<file path="config.mk">
export PLATFORM = sky130hd
export DESIGN_NAME = seq_frame_crc_checker_top_flat
export DESIGN_NICKNAME = d
export VERILOG_FILES = /design/src/design/sfcc_pkg.sv /design/src/design/sfcc_if.sv /design/src/design/sfcc_parser.sv /design/src/design/seq_frame_crc_checker_top.sv /design/src/flat_wrapper.sv
export VERILOG_INCLUDE_DIRS = /design/src /design/src/design
export SDC_FILE = /design/constraint.sdc
export NUM_CORES = 1
export LEC_CHECK = 0
export BUFFER_PORTS_ARGS = -buffer_cell sky130_fd_sc_hd__buf_2
export CAP_MARGIN = 25
export CORE_ASPECT_RATIO = 0.9
export CORE_UTILIZATION = 55
export CTS_CLUSTER_SIZE = 20
export DETAILED_ROUTE_END_ITERATION = 7
export HOLD_SLACK_MARGIN = 0.05
export PLACE_DENSITY = 0.75
export SETUP_SLACK_MARGIN = 0.15
export SYNTH_ARGS = -nofsm -noshare
export SYNTH_HDL_FRONTEND = slang
export SYNTH_SLANG_ARGS = --single-unit
</file>
<file path="constraint.sdc">
create_clock -name clock -period 9.6 [get_ports clock]
set_input_delay 1.44 -clock clock [delete_from_list [all_inputs] [get_ports clock]]
set_output_delay 1.44 -clock clock [all_outputs]
set_load 0.005 [all_outputs]
</file>
<file path="src/design/assert_macros.svh">
// Assertion macros for the RTL top level.
`ifndef ASSERT_MACROS_SVH
`define ASSERT_MACROS_SVH
`ifndef SYNTHESIS
// Same-cycle implication, disabled during reset.
`define ASSERT_IMPLIES(label, clk, rst, ante, cons) \
   label: assert property (@(posedge clk) disable iff (rst) (ante) |-> (cons)) \
      else $error("assertion failed: implication");
// Next-cycle implication, disabled during reset.
`define ASSERT_NEXT(label, clk, rst, ante, cons) \
   label: assert property (@(posedge clk) disable iff (rst) (ante) |=> (cons)) \
      else $error("assertion failed: next-cycle implication");
`else
`define ASSERT_IMPLIES(label, clk, rst, ante, cons)
`define ASSERT_NEXT(label, clk, rst, ante, cons)
`endif
`endif

</file>
<file path="src/design/sfcc_pkg.sv">
// Types, constants and helper functions for the sequence frame CRC checker.
package sfcc_pkg;

   typedef enum logic [2:0] {
      PH_IDLE,
      PH_S,
      PH_E,
      PH_Q,
      PH_DEC,
      PH_HEX,
      PH_HEXD,
      PH_TAIL
   } phase_type;

   typedef enum logic [1:0] {
      ST_OK      = 2'd0,
      ST_CORRUPT = 2'd1,
      ST_MISSING = 2'd2,
      ST_ORDER   = 2'd3
   } status_type;

   localparam logic [31:0] NO_PREV  = 32'hFFFF_FFFF;
   localparam logic [15:0] CRC_INIT = 16'hFFFF;
   localparam logic [15:0] CRC_POLY = 16'h1021;
   localparam logic [7:0]  CH_LF    = 8'h0A;
   localparam logic [7:0]  CH_S     = 8'h53;
   localparam logic [7:0]  CH_E     = 8'h45;
   localparam logic [7:0]  CH_Q     = 8'h51;
   localparam logic [7:0]  CH_COLON = 8'h3A;

   typedef struct packed {
      logic        valid;
      status_type  status;
      logic [31:0] seq_number;
      logic [15:0] received_crc;
      logic [15:0] computed_crc;
      logic [31:0] expected_seq;
      logic [31:0] missed_count;
   } result_type;

   // CRC-16/CCITT-FALSE, one byte, MSB first
   function automatic logic [15:0] crc_byte(input logic [15:0] crc, input logic [7:0] b);
      logic [15:0] c;
      c = crc ^ {b, 8'h00};
      for (int i = 0; i < 8; i++) begin
         c = c[15] ? ({c[14:0], 1'b0} ^ CRC_POLY) : {c[14:0], 1'b0};
      end
      return c;
   endfunction

   function automatic logic is_blank(input logic [7:0] c);
      return (c == 8'h20) || (c == 8'h09) || (c == 8'h0B) || (c == 8'h0C) || (c == 8'h0D);
   endfunction

   function automatic logic is_digit(input logic [7:0] c);
      return (c >= 8'h30) && (c <= 8'h39);
   endfunction

   // bit 4 = valid hex digit, bits 3:0 = value
   function automatic logic [4:0] hex_value(input logic [7:0] c);
      logic [4:0] r;
      r = 5'd0;
      if (c >= 8'h30 && c <= 8'h39) r = {1'b1, c[3:0]};
      else if ((c >= 8'h41 && c <= 8'h46) || (c >= 8'h61 && c <= 8'h66))
         r = {1'b1, c[3:0] + 4'd9};
      return r;
   endfunction

endpackage

</file>
<file path="src/design/sfcc_if.sv">
// Valid/ready channel interfaces for request bytes and check results.
interface sfcc_req_if;
   logic       valid;
   logic       ready;
   logic [7:0] rx_byte;

   modport source (output valid, output rx_byte, input ready);
   modport sink   (input valid, input rx_byte, output ready);
endinterface

interface sfcc_rsp_if;
   logic        valid;
   logic        ready;
   logic [1:0]  status;
   logic [31:0] seq_number;
   logic [15:0] received_crc;
   logic [15:0] computed_crc;
   logic [31:0] expected_seq;
   logic [31:0] missed_count;

   modport source (output valid, output status, output seq_number, output received_crc,
                   output computed_crc, output expected_seq, output missed_count,
                   input ready);
   modport sink   (input valid, input status, input seq_number, input received_crc,
                   input computed_crc, input expected_seq, input missed_count,
                   output ready);
endinterface

</file>
<file path="src/design/sfcc_parser.sv">
// Line parser: per-byte state update, CRC, accumulators and line classification.
module sfcc_parser import sfcc_pkg::*; #(
   parameter int MAX_SEQ_DIGITS = 10
) (
   input  logic       clock,
   input  logic       reset,
   input  logic       step,
   input  logic [7:0] rx_byte,
   output result_type result
);

   localparam int DW = $clog2(MAX_SEQ_DIGITS + 1);

   phase_type   phase_ff, phase_in;
   logic        bad_ff, bad_in;
   logic [15:0] crc_ff, crc_in;
   logic [31:0] seq_ff, seq_in;
   logic [DW-1:0] cnt_ff, cnt_in;
   logic [15:0] hex_ff, hex_in;
   logic [31:0] prev_ff, prev_in;
   logic [31:0] exp_ff, exp_in;

   logic        lf, blank, hex_ok, dec_ok, crc_take, line_done;
   logic [4:0]  hv;
   logic [35:0] prod;

   assign lf     = (rx_byte == CH_LF);
   assign blank  = is_blank(rx_byte);
   assign hv     = hex_value(rx_byte);
   assign hex_ok = hv[4];
   // seq * 10 + digit
   assign prod   = ({4'd0, seq_ff} << 3) + ({4'd0, seq_ff} << 1) + {32'd0, rx_byte[3:0]};
   assign dec_ok = is_digit(rx_byte) && (cnt_ff < DW'(MAX_SEQ_DIGITS))
                   && !((cnt_ff == DW'(1)) && (seq_ff == 32'd0))
                   && (prod[35:32] == 4'd0);
   assign crc_take = ((phase_ff == PH_IDLE) && (rx_byte == CH_S))
                  || ((phase_ff == PH_S) && (rx_byte == CH_E))
                  || ((phase_ff == PH_E) && (rx_byte == CH_Q))
                  || ((phase_ff == PH_Q) && (rx_byte == CH_COLON))
                  || ((phase_ff == PH_DEC) && dec_ok);
   assign line_done = step && lf && !bad_ff && ((phase_ff == PH_HEXD) || (phase_ff == PH_TAIL));

   // next phase and bad-line flag
   always_comb begin
      phase_in = phase_ff;
      bad_in   = bad_ff;
      if (step) begin
         if (lf) begin
            phase_in = PH_IDLE;
            bad_in   = 1'b0;
         end else if (!bad_ff) begin
            unique case (phase_ff)
               PH_IDLE: begin
                  if (rx_byte == CH_S) phase_in = PH_S;
                  else if (!blank)     bad_in   = 1'b1;
               end
               PH_S: begin
                  if (rx_byte == CH_E) phase_in = PH_E;
                  else                 bad_in   = 1'b1;
               end
               PH_E: begin
                  if (rx_byte == CH_Q) phase_in = PH_Q;
                  else                 bad_in   = 1'b1;
               end
               PH_Q: begin
                  if (rx_byte == CH_COLON) phase_in = PH_DEC;
                  else                     bad_in   = 1'b1;
               end
               PH_DEC: begin
                  if (dec_ok) phase_in = PH_DEC;
                  else if ((rx_byte == CH_COLON) && (cnt_ff != '0)) phase_in = PH_HEX;
                  else bad_in = 1'b1;
               end
               PH_HEX: begin
                  if (hex_ok) phase_in = PH_HEXD;
                  else        bad_in   = 1'b1;
               end
               PH_HEXD: begin
                  if (hex_ok)     phase_in = PH_HEXD;
                  else if (blank) phase_in = PH_TAIL;
                  else            bad_in   = 1'b1;
               end
               PH_TAIL: begin
                  if (!blank) bad_in = 1'b1;
               end
            endcase
         end
      end
   end

   // accumulators and previous sequence number
   always_comb begin
      crc_in  = crc_ff;
      seq_in  = seq_ff;
      cnt_in  = cnt_ff;
      hex_in  = hex_ff;
      prev_in = prev_ff;
      exp_in  = exp_ff;
      if (step) begin
         if (lf) begin
            crc_in = CRC_INIT;
            seq_in = 32'd0;
            cnt_in = '0;
            hex_in = 16'd0;
            if (line_done) begin
               prev_in = seq_ff;
               exp_in  = seq_ff + 32'd1;
            end
         end else if (!bad_ff) begin
            if (crc_take) crc_in = crc_byte(crc_ff, rx_byte);
            if ((phase_ff == PH_DEC) && dec_ok) begin
               seq_in = prod[31:0];
               cnt_in = cnt_ff + DW'(1);
            end
            if (((phase_ff == PH_HEX) || (phase_ff == PH_HEXD)) && hex_ok)
               hex_in = {hex_ff[11:0], hv[3:0]};
         end
      end
   end

   // classification of a finished line
   always_comb begin
      result.valid        = line_done;
      result.seq_number   = seq_ff;
      result.received_crc = hex_ff;
      result.computed_crc = crc_ff;
      result.expected_seq = exp_ff;
      result.missed_count = 32'd0;
      if (crc_ff != hex_ff) begin
         result.status = ST_CORRUPT;
      end else if ((prev_ff != NO_PREV) && (seq_ff != exp_ff)) begin
         if (seq_ff > exp_ff) begin
            result.status       = ST_MISSING;
            result.missed_count = seq_ff - exp_ff;
         end else begin
            result.status = ST_ORDER;
         end
      end else begin
         result.status = ST_OK;
      end
   end

   always_ff @(posedge clock) begin
      if (reset) begin
         phase_ff <= PH_IDLE;
         bad_ff   <= 1'b0;
         crc_ff   <= CRC_INIT;
         seq_ff   <= 32'd0;
         cnt_ff   <= '0;
         hex_ff   <= 16'd0;
         prev_ff  <= NO_PREV;
         exp_ff   <= 32'd0;
      end else begin
         phase_ff <= phase_in;
         bad_ff   <= bad_in;
         crc_ff   <= crc_in;
         seq_ff   <= seq_in;
         cnt_ff   <= cnt_in;
         hex_ff   <= hex_in;
         prev_ff  <= prev_in;
         exp_ff   <= exp_in;
      end
   end

endmodule

</file>
<file path="src/design/seq_frame_crc_checker_top.sv">
// Top level of the sequence frame CRC checker: byte input stage, parser, result register.
//
// Usage:
//   req_ch carries one received UART character per word (rx_byte). Lines of the
//   form "SEQ:<decimal>:<hex>" ended by 0x0A are parsed; blanks around the line
//   are skipped. Each well-formed line yields one word on rsp_ch with status
//   (ok / corrupt / missing / out of order), the parsed number, received and
//   computed CRC-16/CCITT-FALSE, the expected number and the gap count.
//   Malformed, blank or empty lines produce no word.
// Path: a newline word accepted on req_ch passes the input register, then the
//   result register, before its result is valid on rsp_ch.
// Throughput: one word per cycle while rsp_ch does not hold the result register;
//   the per-byte CRC and decimal accumulate fit between the input register and the parser state.
// Reset (synchronous, active high): parser goes idle, CRC to 0xFFFF, no
//   previous sequence number, both pipeline valids cleared.
// Stall: when rsp_ch is held, the result register keeps its word and the
//   input register can still fill, so one more byte is taken before req_ch
//   ready drops.
`include "assert_macros.svh"

module seq_frame_crc_checker_top import sfcc_pkg::*; #(
   parameter int MAX_SEQ_DIGITS = 10
) (
   input  logic        clock,
   input  logic        reset,
   sfcc_req_if.sink    req_ch,
   sfcc_rsp_if.source  rsp_ch
);

   logic       s1_valid_ff, s1_valid_in;
   logic [7:0] s1_byte_ff, s1_byte_in;
   logic       out_valid_ff, out_valid_in;
   result_type out_ff, out_in;
   result_type res;
   logic       adv, step;

   // pipeline moves when the result register is empty or being drained
   assign adv  = !out_valid_ff || rsp_ch.ready;
   assign step = s1_valid_ff && adv;
   assign req_ch.ready = !s1_valid_ff || adv;

   always_comb begin
      s1_valid_in = s1_valid_ff;
      s1_byte_in  = s1_byte_ff;
      if (req_ch.ready) begin
         s1_valid_in = req_ch.valid;
         if (req_ch.valid) s1_byte_in = req_ch.rx_byte;
      end
   end

   sfcc_parser #(
      .MAX_SEQ_DIGITS(MAX_SEQ_DIGITS)
   ) u_parser (
      .clock   (clock),
      .reset   (reset),
      .step    (step),
      .rx_byte (s1_byte_ff),
      .result  (res)
   );

   always_comb begin
      out_valid_in = out_valid_ff;
      out_in       = out_ff;
      if (adv) begin
         out_valid_in = res.valid;
         if (res.valid) out_in = res;
      end
   end

   always_ff @(posedge clock) begin
      if (reset) begin
         s1_valid_ff  <= 1'b0;
         out_valid_ff <= 1'b0;
      end else begin
         s1_valid_ff  <= s1_valid_in;
         out_valid_ff <= out_valid_in;
      end
   end

   // payload registers, no reset
   always_ff @(posedge clock) begin
      s1_byte_ff <= s1_byte_in;
      out_ff     <= out_in;
   end

   assign rsp_ch.valid        = out_valid_ff;
   assign rsp_ch.status       = out_ff.status;
   assign rsp_ch.seq_number   = out_ff.seq_number;
   assign rsp_ch.received_crc = out_ff.received_crc;
   assign rsp_ch.computed_crc = out_ff.computed_crc;
   assign rsp_ch.expected_seq = out_ff.expected_seq;
   assign rsp_ch.missed_count = out_ff.missed_count;

   // a gap count appears exactly with the missing status
   `ASSERT_IMPLIES(a_missed_nonzero, clock, reset, out_valid_ff && (out_ff.status == ST_MISSING), out_ff.missed_count != 32'd0)
   `ASSERT_IMPLIES(a_missed_zero, clock, reset, out_valid_ff && (out_ff.status != ST_MISSING), out_ff.missed_count == 32'd0)
   // ok, missing and order statuses only with a matching checksum
   `ASSERT_IMPLIES(a_crc_match, clock, reset, out_valid_ff && (out_ff.status != ST_CORRUPT), out_ff.computed_crc == out_ff.received_crc)
   // a stalled result is not dropped
   `ASSERT_NEXT(a_hold_result, clock, reset, out_valid_ff && !rsp_ch.ready, out_valid_ff)

endmodule

</file>
<file path="src/flat_wrapper.sv">
// flat-port wrapper written by rule: the top's interface ports become plain ports
module seq_frame_crc_checker_top_flat import sfcc_pkg::*;
#(
   parameter int MAX_SEQ_DIGITS = 10
)
  (clock, reset, req_ch_valid, req_ch_rx_byte, req_ch_ready, rsp_ch_valid, rsp_ch_status, rsp_ch_seq_number, rsp_ch_received_crc, rsp_ch_computed_crc, rsp_ch_expected_seq, rsp_ch_missed_count, rsp_ch_ready);
  sfcc_req_if req_ch_i ();
  sfcc_rsp_if rsp_ch_i ();
  input  logic clock;
  input  logic reset;
  input wire logic [$bits(req_ch_i.valid)-1:0] req_ch_valid;
  input wire logic [$bits(req_ch_i.rx_byte)-1:0] req_ch_rx_byte;
  output wire logic [$bits(req_ch_i.ready)-1:0] req_ch_ready;
  output wire logic [$bits(rsp_ch_i.valid)-1:0] rsp_ch_valid;
  output wire logic [$bits(rsp_ch_i.status)-1:0] rsp_ch_status;
  output wire logic [$bits(rsp_ch_i.seq_number)-1:0] rsp_ch_seq_number;
  output wire logic [$bits(rsp_ch_i.received_crc)-1:0] rsp_ch_received_crc;
  output wire logic [$bits(rsp_ch_i.computed_crc)-1:0] rsp_ch_computed_crc;
  output wire logic [$bits(rsp_ch_i.expected_seq)-1:0] rsp_ch_expected_seq;
  output wire logic [$bits(rsp_ch_i.missed_count)-1:0] rsp_ch_missed_count;
  input wire logic [$bits(rsp_ch_i.ready)-1:0] rsp_ch_ready;
  assign req_ch_i.valid = req_ch_valid;
  assign req_ch_i.rx_byte = req_ch_rx_byte;
  assign req_ch_ready = req_ch_i.ready;
  assign rsp_ch_valid = rsp_ch_i.valid;
  assign rsp_ch_status = rsp_ch_i.status;
  assign rsp_ch_seq_number = rsp_ch_i.seq_number;
  assign rsp_ch_received_crc = rsp_ch_i.received_crc;
  assign rsp_ch_computed_crc = rsp_ch_i.computed_crc;
  assign rsp_ch_expected_seq = rsp_ch_i.expected_seq;
  assign rsp_ch_missed_count = rsp_ch_i.missed_count;
  assign rsp_ch_i.ready = rsp_ch_ready;
  seq_frame_crc_checker_top #(.MAX_SEQ_DIGITS(MAX_SEQ_DIGITS)) u_core (.clock(clock), .reset(reset), .req_ch(req_ch_i), .rsp_ch(rsp_ch_i));
endmodule
</file>
==> reports/qor.txt, run 1 <==
Outcome: complete, no violations
Non-filler instance count after layout: 2041
Tot GR Track Use: 25.18%
I/O Buffers: 143
Starting DRT DRC Count: 1026
Seq/Total Area, Yosys: 46.36%
Final setup skew: 25.36 ps
Hpwl dp: 24.95 mm
CTS Hold Bufs: 0
Die footprint: 27750 µm²
Final ANT Viol Nets: 0
PostCTS Resize Cnt: 0
Final Hold Fails: 0
CP Launch Type: flop
Global-route wire length before repair: 56.58 mm
Vias per cell: 5.870
H-tree levels: 1
Post-CTS Setup Repair Bufs: 0
Asr flop ratio synth: 0%
Worst Hold Class: flop to flop
Latest clock arrival within the worst-skew pair: 570 ps
Core area: 26350 µm²
Longest Clk Path Bufs: 3
Initial Util: 56.54%
Yosys top cell area share: 27.82%
Crit path max fanout: 28
Yosys top cell by area: edfxtp_1
RSZ-0062 raised after global routing: no
Worst slew margin: 14.64%
DR DRC count: 0
Largest net degree at the start of global routing: 221
Cell row count: 56
Average size of a mapped cell: 9.543 µm²
DR vias: 11980
Routed len/inst: 17.32 µm
Final #Nets: 1791
Post-synth top flop: edfxtp_1
Reg2reg setup slack: 4840 ps
Origin of the worst setup path: u_core.u_parser.seq_ff[2]
Setup TNS: 0 ps
Area added between synthesis and finish: 12.74%
Layout cells sized above 1: 12.40%
Worst-margin pin slew: 1280 ps
Worst r2r src: u_core.u_parser.seq_ff[2]
Horiz. Die Dim: 175.5 µm
Io pins: 144
Inst Count DP: 1989
#FFs+latches synth: 276
Wirelength, routed: 35.36 mm
CP Data Required Time: 10040 ps
Mapped Cells: 1561
Most area-consuming cells after synthesis: edfxtp_1, dfxtp_1, ha_1
Min Tclk post-route: 4755 ps
CTS Buf Count: 28
Reg area: 6907 µm²
Gpl congestion: 0.9464
Fmax: 210.3 MHz
R2r endpoint: u_core.u_parser.crc_ff[3]
CTS tree: built
Root buf cell: clkbuf_16
Synth unique cells: 65
# setup viols final: 0
CP endpoint: u_core.u_parser.crc_ff[3]
Syn nets: 1681
Final Cycle Share: 49.53%
CP endpoint kind: flop
Fill cells: 2175
PD cells: 142.2 nW/µm²
Synth warn: 0
Max-cap violations: 0
Clock-pin slew on the worst setup and hold paths: 60 ps
Grt ovf: 0
Initial DRT Pass Iterations: 7
Reg2Reg Depth: 15
Critical setup path kind: flop to flop
Worst VDD drop: 118.9 µV
Multi-input logic area: 7461 µm²
Leak: 7.342 nW
Post-synth EDFFs: 138
Initial antenna violation count: 0
Arr. time, crit path: 5200 ps
Die Ht: 158.1 µm
Final Max Slew Viols: 0
ANT cells: 0
Synth Cell Area: 14900 µm²
Vias in the first global route: 11000
Clk sink count: 276
-- how the worst min path moves through the flow --
stage	startpoint	to	slack [ps]	cells after the start
detailed placement	u_core.u_parser.prev_ff[0]	u_core.u_parser.prev_ff[0]	440	2
floorplan	u_core.u_parser.prev_ff[0]	u_core.u_parser.prev_ff[0]	420	2
global placement	u_core.u_parser.prev_ff[0]	u_core.u_parser.prev_ff[0]	430	2
finish	u_core.u_parser.prev_ff[0]	u_core.u_parser.prev_ff[0]	450	2
CTS	u_core.u_parser.prev_ff[0]	u_core.u_parser.prev_ff[0]	450	2
global route	u_core.u_parser.prev_ff[0]	u_core.u_parser.prev_ff[0]	470	2
-- through the flow --
step / utilization (%) / worst slack, ps / power (mW) / instance area, µm² / hold WS (ps)
floorplan: - / 2957 / 1.296 / 14900 / 423.1
global placement: 60.13 / 5132 / 1.307 / 15840 / 434.9
detailed placement: 60.13 / 4939 / 1.308 / 15840 / 440.5
CTS: 63.75 / 4890 / 2.408 / 16790 / 450.0
global route: 63.75 / 4554 / 2.449 / 16790 / 471.6
finish: 63.75 / 4845 / 2.387 / 16790 / 452.3
-- layer usage --
layer | wire length [µm] | GRT usage (%)
met2 | 15770 | 39.57
met5 | 0 | 0
met1 | 16720 | 36.83
met3 | 2244 | 3.002
met4 | 628 | 6.418
-- cell type report --
| cell class | instances | area share, % |
|---|---|---|
| clock buffer | 35 | 4.574 |
| timing repair buffer | 154 | 4.842 |
| tap | 348 | 2.593 |
| sequential | 276 | 41.12 |
| clock inverter | 17 | 1.103 |
| inverter | 60 | 1.341 |
| multi-input combinational | 1151 | 44.42 |
-- worst max-delay path, stage by stage, from the launching register on --
cell and delay (ps):
dfxtp_1 570, inv_1 150, fa_1 520, inv_1 70, ha_1 310, a211oi_1 480
o21ai_0 220, a211oi_1 330, nor2_1 160, o2111a_1 270, o311ai_1 300, a221oi_2 110
nand3_1 140, nand3_2 400, or2_2 460, a21o_1 160
-- power breakdown --
part / switching, mW / internal [mW] / leakage [nW]
combinational: 0.0273 / 0.0191 / 4.26
clock: 0.454 / 0.650 / 0.466
sequential: 0.00733 / 1.23 / 2.61
total: 0.488 / 1.90 / 7.34
-- flip-flops by register name, indices dropped and copies added (netlist names) --
| name | cells |
|---|---|
| u_core.u_parser.exp_ff | 32 |
| u_core.u_parser.seq_ff | 32 |
| u_core.u_parser.hex_ff | 16 |
| u_core.rsp_ch.missed_count | 32 |
| u_core.rsp_ch.computed_crc | 16 |
| u_core.s1_byte_ff | 8 |
| u_core.u_parser.prev_ff | 32 |
| u_core.rsp_ch.valid | 1 |
| u_core.s1_valid_ff | 1 |
| u_core.rsp_ch.seq_number | 32 |
| u_core.rsp_ch.status | 2 |
| u_core.rsp_ch.received_crc | 16 |
| u_core.u_parser.cnt_ff | 4 |
| u_core.u_parser.bad_ff | 1 |
| u_core.rsp_ch.expected_seq | 32 |
| u_core.u_parser.phase_ff | 3 |
| u_core.u_parser.crc_ff | 16 |
-- cells by family after synthesis --
kind of cell    after synthesis  share of synthesized area [%]
xor+xnor                    122                          7.173
simple gates                572                          18.45
compound gates              347                          15.03
buf+inv                     134                          3.620
flops                       276                          46.36
mux                           2                         0.1428
fa+ha+maj                   108                          9.222
-- cells in the mapped netlist, types with 9 or more instances --
cell	n
a211oi_1	49
a21o_1	39
a21oi_1	115
and2_1	10
and3_1	29
clkbuf_1	63
dfxtp_1	138
edfxtp_1	138
ha_1	105
inv_1	60
nand2_1	173
nand2b_1	9
nand3_1	87
nand3b_1	31
nand4_1	26
nor2_1	130
nor2b_1	15
nor3_1	25
nor4_1	12
o21a_1	9
o21ai_0	51
o21bai_1	24
xnor2_1	78
xor2_1	44
-- cell usage in the layout (no fill, tap or decap), types with 25 or more instances in the layout --
cell and n:
nand3b_1 31, and3_1 28, buf_2 142, nor3_1 25
a21oi_1 115, xnor2_1 78, ha_1 105, nand3_1 86
xor2_1 44, nand4_1 26, clkbuf_16 29, dfxtp_1 138
nand2_1 173, inv_1 60, o21ai_0 51, a21o_1 39
a211oi_1 49, nor2_1 130, edfxtp_1 138
No activity file was read; power rests on OpenSTA's default activity.
==> run 2: changes to the inputs <==
==> constraint.sdc (replaced) <==
create_clock -name clock -period 4.8 [get_ports clock]
set_input_delay 0.72 -clock clock [delete_from_list [all_inputs] [get_ports clock]]
set_output_delay 0.72 -clock clock [all_outputs]
set_load 0.005 [all_outputs]
==> reports/qor.txt, run 2 (same netlist as run 1, synthesis figures left out) <==
Final ANT Viol Nets: 0 (unchanged)
CP Launch Type: flop
Hpwl dp: 25.99 mm (+4.2%)
Setup TNS: 0 ps (unchanged)
CTS Buf Count: 30 (+7.1%)
Final #Nets: 1826 (+2.0%)
Worst VDD drop: 273.4 µV (+130%)
Delay-heaviest family, CP: compound AO/OA/AOI/OAI gates
I/O Buffers: 143 (unchanged)
Pre-CTS WS: 458.9 ps (-4480 ps)
Cell row count: 56 (unchanged)
Crit-path cells: inv_1 > fa_1 > inv_1 > ha_1 > a211oi_1 > o21ai_0 > a211oi_1 > nor2_1 > o2111a_1 > o311ai_1 > a221oi_2 > nand3_1 > nand3_2 > or2_2 > a21o_1
Clock-pin slew on the worst setup and hold paths: 60 ps (about the same)
CTS tree: built
Vias per cell: 5.878 (+0.14%)
Horiz. Die Dim: 175.5 µm (unchanged)
Global-route wire length before repair: 57.90 mm (+2.3%)
Worst r2r src: u_core.u_parser.seq_ff[0]
Final Hold Fails: 0 (unchanged)
ANT cells: 0 (unchanged)
Area added between synthesis and finish: 15.20%
Initial antenna violation count: 0 (unchanged)
Leak: 7.579 nW (+3.2%)
Initial Util: 56.54% (unchanged)
Starting DRT DRC Count: 1225 (+19%)
Leading cell type in the layout, fill and taps excluded: nand2_1
Worst Hold Class: input pin to flop
H-tree levels: 1 (unchanged)
Wirelength, routed: 36.12 mm (+2.2%)
Max-cap violations: 0 (unchanged)
Slowest cell on the critical path: fa_1
R2r endpoint: u_core.u_parser.crc_ff[3]
Non-filler instance count after layout: 2078 (+1.8%)
Arr. time, crit path: 4880 ps (-320 ps)
Layout cells sized above 1: 14.68% (+2.3 points)
Worst slew margin: 35.64% (+21 points)
Grt ovf: 0 (unchanged)
Crit path buffers/inverters: 2 (unchanged)
Root buf cell: clkbuf_16
Latest clock arrival within the worst-skew pair: 570 ps (about the same)
Final setup margin: 376.5 ps (-4468 ps)
Hold path depth: 1 (-1)
Reg2Reg Depth: 15 (unchanged)
Critical setup path kind: flop to flop
Tot GR Track Use: 25.88% (+0.70 points)
Die footprint: 27750 µm² (unchanged)
Reg2reg setup slack: 380 ps (-4470 ps)
Core area: 26350 µm² (unchanged)
Io pins: 144 (unchanged)
Final setup skew: 9.488 ps (-15.87 ps)
# setup viols final: 0 (unchanged)
RSZ-0062 raised after global routing: yes
Worst-margin pin slew: 956.5 ps (-323.9 ps)
Crit path max fanout: 28 (unchanged)
Clk sink count: 276 (unchanged)
Routed len/inst: 17.38 µm (+0.34%)
Final Max Slew Viols: 0 (unchanged)
CP Data Required Time: 5260 ps (-4780 ps)
PD cells: 288.3 nW/µm² (+100%)
Most frequent cells in the layout: nand2_1, buf_2, edfxtp_1, dfxtp_1, nor2_1
Min Tclk post-route: 4424 ps (-331.6 ps)
Inst Count DP: 2020 (+1.6%)
Pwr Total: 4.948 mW (+110%)
Hold Slack: 324.3 ps (-128.0 ps)
Largest net degree at the start of global routing: 93 (-58%)
CP endpoint kind: flop
Die Ht: 158.1 µm (unchanged)
Gpl congestion: 0.9366 (-1.0%)
CP peak stage delay: 550 ps (-20 ps)
Fill cells: 2143 (-1.5%)
DR vias: 12210 (+2.0%)
Longest Clk Path Bufs: 3 (unchanged)
Hold Path Sink: u_core.s1_byte_ff[5]
Hold_sp: req_ch_rx_byte[5]
Outcome: complete, no violations
Vias in the first global route: 11220 (+2.0%)
DR DRC count: 0 (unchanged)
CTS Hold Bufs: 0 (unchanged)
Final Cycle Share: 92.16% (+43 points)
Initial DRT Pass Iterations: 5 (-2)
Fmax: 226.1 MHz (+7.5%)
## run 2: changes by cell type in the layout (fill, tap and decap cells not counted), sizes merged
cell      delta
buf         +33
clkinvlp     +3
clkinv       -1
inv          -1
clkbuf       +3
## run 2: routing by layer
metal  up-vias  share of wire [%]  track usage (%)
li1       5925                  -                -
met5         -                  0                0
met1      5792                 46            36.97
met3        53                7.0            3.746
met2       444                 45            41.23
met4         0                2.1            6.501
## run 2: through the flow
stage	utilization [%]	cell area, µm²
after CTS	65.03	17130
final	65.14	17160
after detailed placement	61.01	16070
after floorplan	-	14900
after global routing	65.14	17160
after global placement	61.01	16070
## run 2: report_power, final
part	switching, mW	internal [mW]	total, mW
clock	0.950	1.43	2.38
sequential	0.0125	2.46	2.47
combinational	0.0569	0.0399	0.0968
## run 2: how the worst max path moves through the flow
stage | startpoint | end | slack (ps) | depth (start not counted)
CTS | u_core.s1_byte_ff[2] | u_core.u_parser.crc_ff[7] | 440 | 14
global route | u_core.u_parser.seq_ff[0] | u_core.u_parser.crc_ff[3] | 120 | 15
finish | u_core.u_parser.seq_ff[0] | u_core.u_parser.crc_ff[3] | 380 | 15
floorplan | u_core.s1_byte_ff[0] | u_core.rsp_ch.computed_crc[0] | 640 | 7
detailed placement | u_core.s1_byte_ff[2] | u_core.u_parser.crc_ff[10] | 460 | 14
global placement | u_core.u_parser.seq_ff[0] | u_core.u_parser.crc_ff[3] | 580 | 15
## run 2: cell type report
| cell class | count | area, µm² | area share, % |
|---|---|---|---|
| clock inverter | 18 | 196.4 | 1.145 |
| inverter | 60 | 225.2 | 1.312 |
| tap | 348 | 435.4 | 2.537 |
| timing repair buffer | 187 | 1069 | 6.226 |
| clock buffer | 38 | 860.8 | 5.016 |
| multi-input combinational | 1151 | 7468 | 43.52 |
| sequential | 276 | 6907 | 40.24 |
## run 2: what timing repair did
action | in CTS | in global routing
setup buffers | 0 | 0
hold endpoints to repair | 0 | 0
setup endpoints to repair | 0 | 14
gates resized for setup | 0 | 1
==> run 3: changes to the inputs <==
--- a/config.mk
+++ b/config.mk
@@ -17,4 +17,5 @@
 export SETUP_SLACK_MARGIN = 0.15
 export SYNTH_ARGS = -nofsm -noshare
 export SYNTH_HDL_FRONTEND = slang
+export SYNTH_HIERARCHICAL = 1
 export SYNTH_SLANG_ARGS = --single-unit
==> reports/qor.txt, run 3 <==
Outcome: complete, no violations
Final instance area: 17010 µm² (-0.91%)
Inst Count DP: 2001 (-0.94%)
Most area-consuming cells after synthesis: edfxtp_1, dfxtp_1, ha_1
Fill cells: 2144 (+0.047%)
Clk sink count: 276 (unchanged)
Final ANT Viol Nets: 0 (unchanged)
Cell with the most instances after synthesis: nand2_1
Post-synth EDFFs: 138 (unchanged)
Longest Clk Path Bufs: 3 (unchanged)
CTS Hold Bufs: 0 (unchanged)
PD cells: 279.7 nW/µm² (-3.0%)
Die Ht: 157.8 µm (-0.19%)
Core Util, Final: 64.72% (-0.42 points)
Arr. time, crit path: 4860 ps (-20 ps)
Final setup margin: 426.1 ps (+49.60 ps)
Yosys top cell area share: 27.93% (+0.11 points)
I/O Buffers: 143 (unchanged)
Critical setup path kind: flop to flop
Initial Util: 56.48% (-0.068 points)
Fmax: 228.6 MHz (+1.1%)
Slowest cell on the critical path: a21bo_2
Worst slew margin: 41.54% (+5.9 points)
Horiz. Die Dim: 175.1 µm (-0.19%)
Final setup skew: 20.45 ps (+10.97 ps)
DR DRC count: 0 (unchanged)
Reg2reg setup slack: 430 ps (+50 ps)
Latest clock arrival within the worst-skew pair: 560 ps (about the same)
Post-CTS Setup Repair Bufs: 0 (unchanged)
CTS Buf Count: 29 (-3.3%)
Global-route wire length before repair: 57.73 mm (-0.30%)
RSZ-0062 raised after global routing: no
Final Cycle Share: 91.12% (-1.0 points)
CP Launch Type: flop
Pre-CTS WS: 487.4 ps (+28.45 ps)
Grt ovf: 0 (unchanged)
CP Data Required Time: 5290 ps (+30 ps)
Delay-heaviest family, CP: compound AO/OA/AOI/OAI gates
Clock-pin slew on the worst setup and hold paths: 60 ps (about the same)
Largest net degree at the start of global routing: 87 (-6.5%)
Layout cells sized above 1: 14.94% (+0.26 points)
Final Hold Fails: 0 (unchanged)
Area added between synthesis and finish: 14.60%
Initial antenna violation count: 0 (unchanged)
Final Max Slew Viols: 0 (unchanged)
CP Depth: 14 (-1)
Wirelength, routed: 36.49 mm (+1.0%)
Setup TNS: 0 ps (unchanged)
Crit path buffers/inverters: 2 (unchanged)
Worst Hold Class: input pin to flop
Non-filler instance count after layout: 2055 (-1.1%)
Worst VDD drop: 229.5 µV (-16%)
Mapped Cells: 1539 (-1.4%)
Seq/Total Area, Yosys: 46.54% (+0.18 points)
Origin of the worst setup path: u_core/s1_byte_ff[3]
Synth warn: 6 (+6)
Worst-margin pin slew: 873.7 ps (-82.85 ps)
Post-DP Area: 16070 µm² (about the same)
# setup viols final: 0 (unchanged)
Min Tclk post-route: 4374 ps (-49.60 ps)
Max-cap violations: 0 (unchanged)
CTS tree: built
Syn nets: 1659 (-1.3%)
Core area: 26280 µm² (-0.27%)
Leading cell type in the layout, fill and taps excluded: nand2_1
CP endpoint: u_core/u_parser/crc_ff[15]
ANT cells: 0 (unchanged)
Io pins: 144 (unchanged)
DR vias: 12190 (-0.16%)
R2r endpoint: u_core/u_parser/crc_ff[15]
Initial DRT Pass Iterations: 6 (+1)
Routed len/inst: 17.75 µm (+2.1%)
Hold Slack: 348.4 ps (+24.10 ps)
Pwr Total: 4.756 mW (-3.9%)
Vias in the first global route: 11350 (+1.2%)
Most frequent cells in the layout: nand2_1, buf_2, edfxtp_1, dfxtp_1, a21oi_1
H-tree levels: 1 (unchanged)
Final #Nets: 1804 (-1.2%)
#FFs+latches synth: 276 (unchanged)
Die footprint: 27640 µm² (-0.38%)
PostCTS Resize Cnt: 0 (unchanged)
Vias per cell: 5.934 (+0.95%)
Commonest cells post-synth: nand2_1, dfxtp_1, edfxtp_1, a21oi_1, nor2_1
CP endpoint kind: flop
Hpwl dp: 26.15 mm (+0.60%)
Average size of a mapped cell: 9.642 µm² (+1.0%)
Synth unique cells: 70 (+7.7%)
Leak: 7.034 nW (-7.2%)
Starting DRT DRC Count: 1258 (+2.7%)
Crit-path cells: inv_1 > fa_1 > inv_1 > fa_1 > a211oi_1 > o21bai_1 > a31o_2 > a21o_1 > a41o_1 > mux2_4 > nor4_4 > a21bo_2 > nor3_1 > a31oi_1
Post-synth top flop: edfxtp_1
Cell row count: 56 (unchanged)
Reg2Reg Depth: 14 (-1)
Worst r2r src: u_core/s1_byte_ff[3]
Tot GR Track Use: 25.92% (+0.046 points)
Gpl congestion: 0.9927 (+6.0%)
Crit path max fanout: 32 (+14%)
Asr flop ratio synth: 0% (unchanged)
CP peak stage delay: 590 ps (+40 ps)
Yosys top cell by area: edfxtp_1
Root buf cell: clkbuf_16
Synth Cell Area: 14840 µm² (-0.39%)
## run 3: area by class of cell
type	count	area, µm²	area share (%)
multi-input cells	1119	7383	43.42
flip-flops and latches	276	6907	40.61
repair buffers	189	1084	6.372
clock buffers	43	839.6	4.937
well taps	348	435.4	2.561
inverters	69	259.0	1.523
clock inverters	11	97.59	0.5739
## run 3: worst min path at each step
stage,cells past startpoint,end,startpoint
after floorplan,0,u_core/rsp_ch.expected_seq[2],u_core/u_parser/exp_ff[2]
after global placement,0,u_core/rsp_ch.expected_seq[2],u_core/u_parser/exp_ff[2]
after detailed placement,0,u_core/rsp_ch.expected_seq[3],u_core/u_parser/exp_ff[3]
after CTS,1,u_core/s1_byte_ff[5],req_ch_rx_byte[5]
after global routing,1,u_core/s1_byte_ff[1],req_ch_rx_byte[1]
final,1,u_core/s1_byte_ff[4],req_ch_rx_byte[4]
## run 3: cells by family after synthesis
logic type | after synthesis | synth area share, %
flip-flops | 276 | 46.54
buffers and inverters | 144 | 3.777
AO/OA/AOI/OAI | 347 | 14.95
multiplexers | 7 | 0.5059
adder cells (fa/ha/maj) | 108 | 9.258
XOR/XNOR | 116 | 6.847
AND/OR/NAND/NOR | 541 | 18.12
## run 3: where the power goes
| part | switching [mW] | leakage [nW] | internal [mW] |
|---|---|---|---|
| logic | 0.0669 | 4.13 | 0.0409 |
| clock network | 0.909 | 0.461 | 1.27 |
| registers | 0.0121 | 2.45 | 2.46 |
| total | 0.988 | 7.03 | 3.77 |
## run 3: routing by layer
metal | global-route usage (%) | vias up | part of all wire (%)
met3 | 3.915 | 74 | 7.5
met5 | 0 | - | 0
met1 | 36.90 | 5768 | 45
met4 | 9.565 | 0 | 3.0
met2 | 40.04 | 476 | 44
li1 | - | 5876 | -
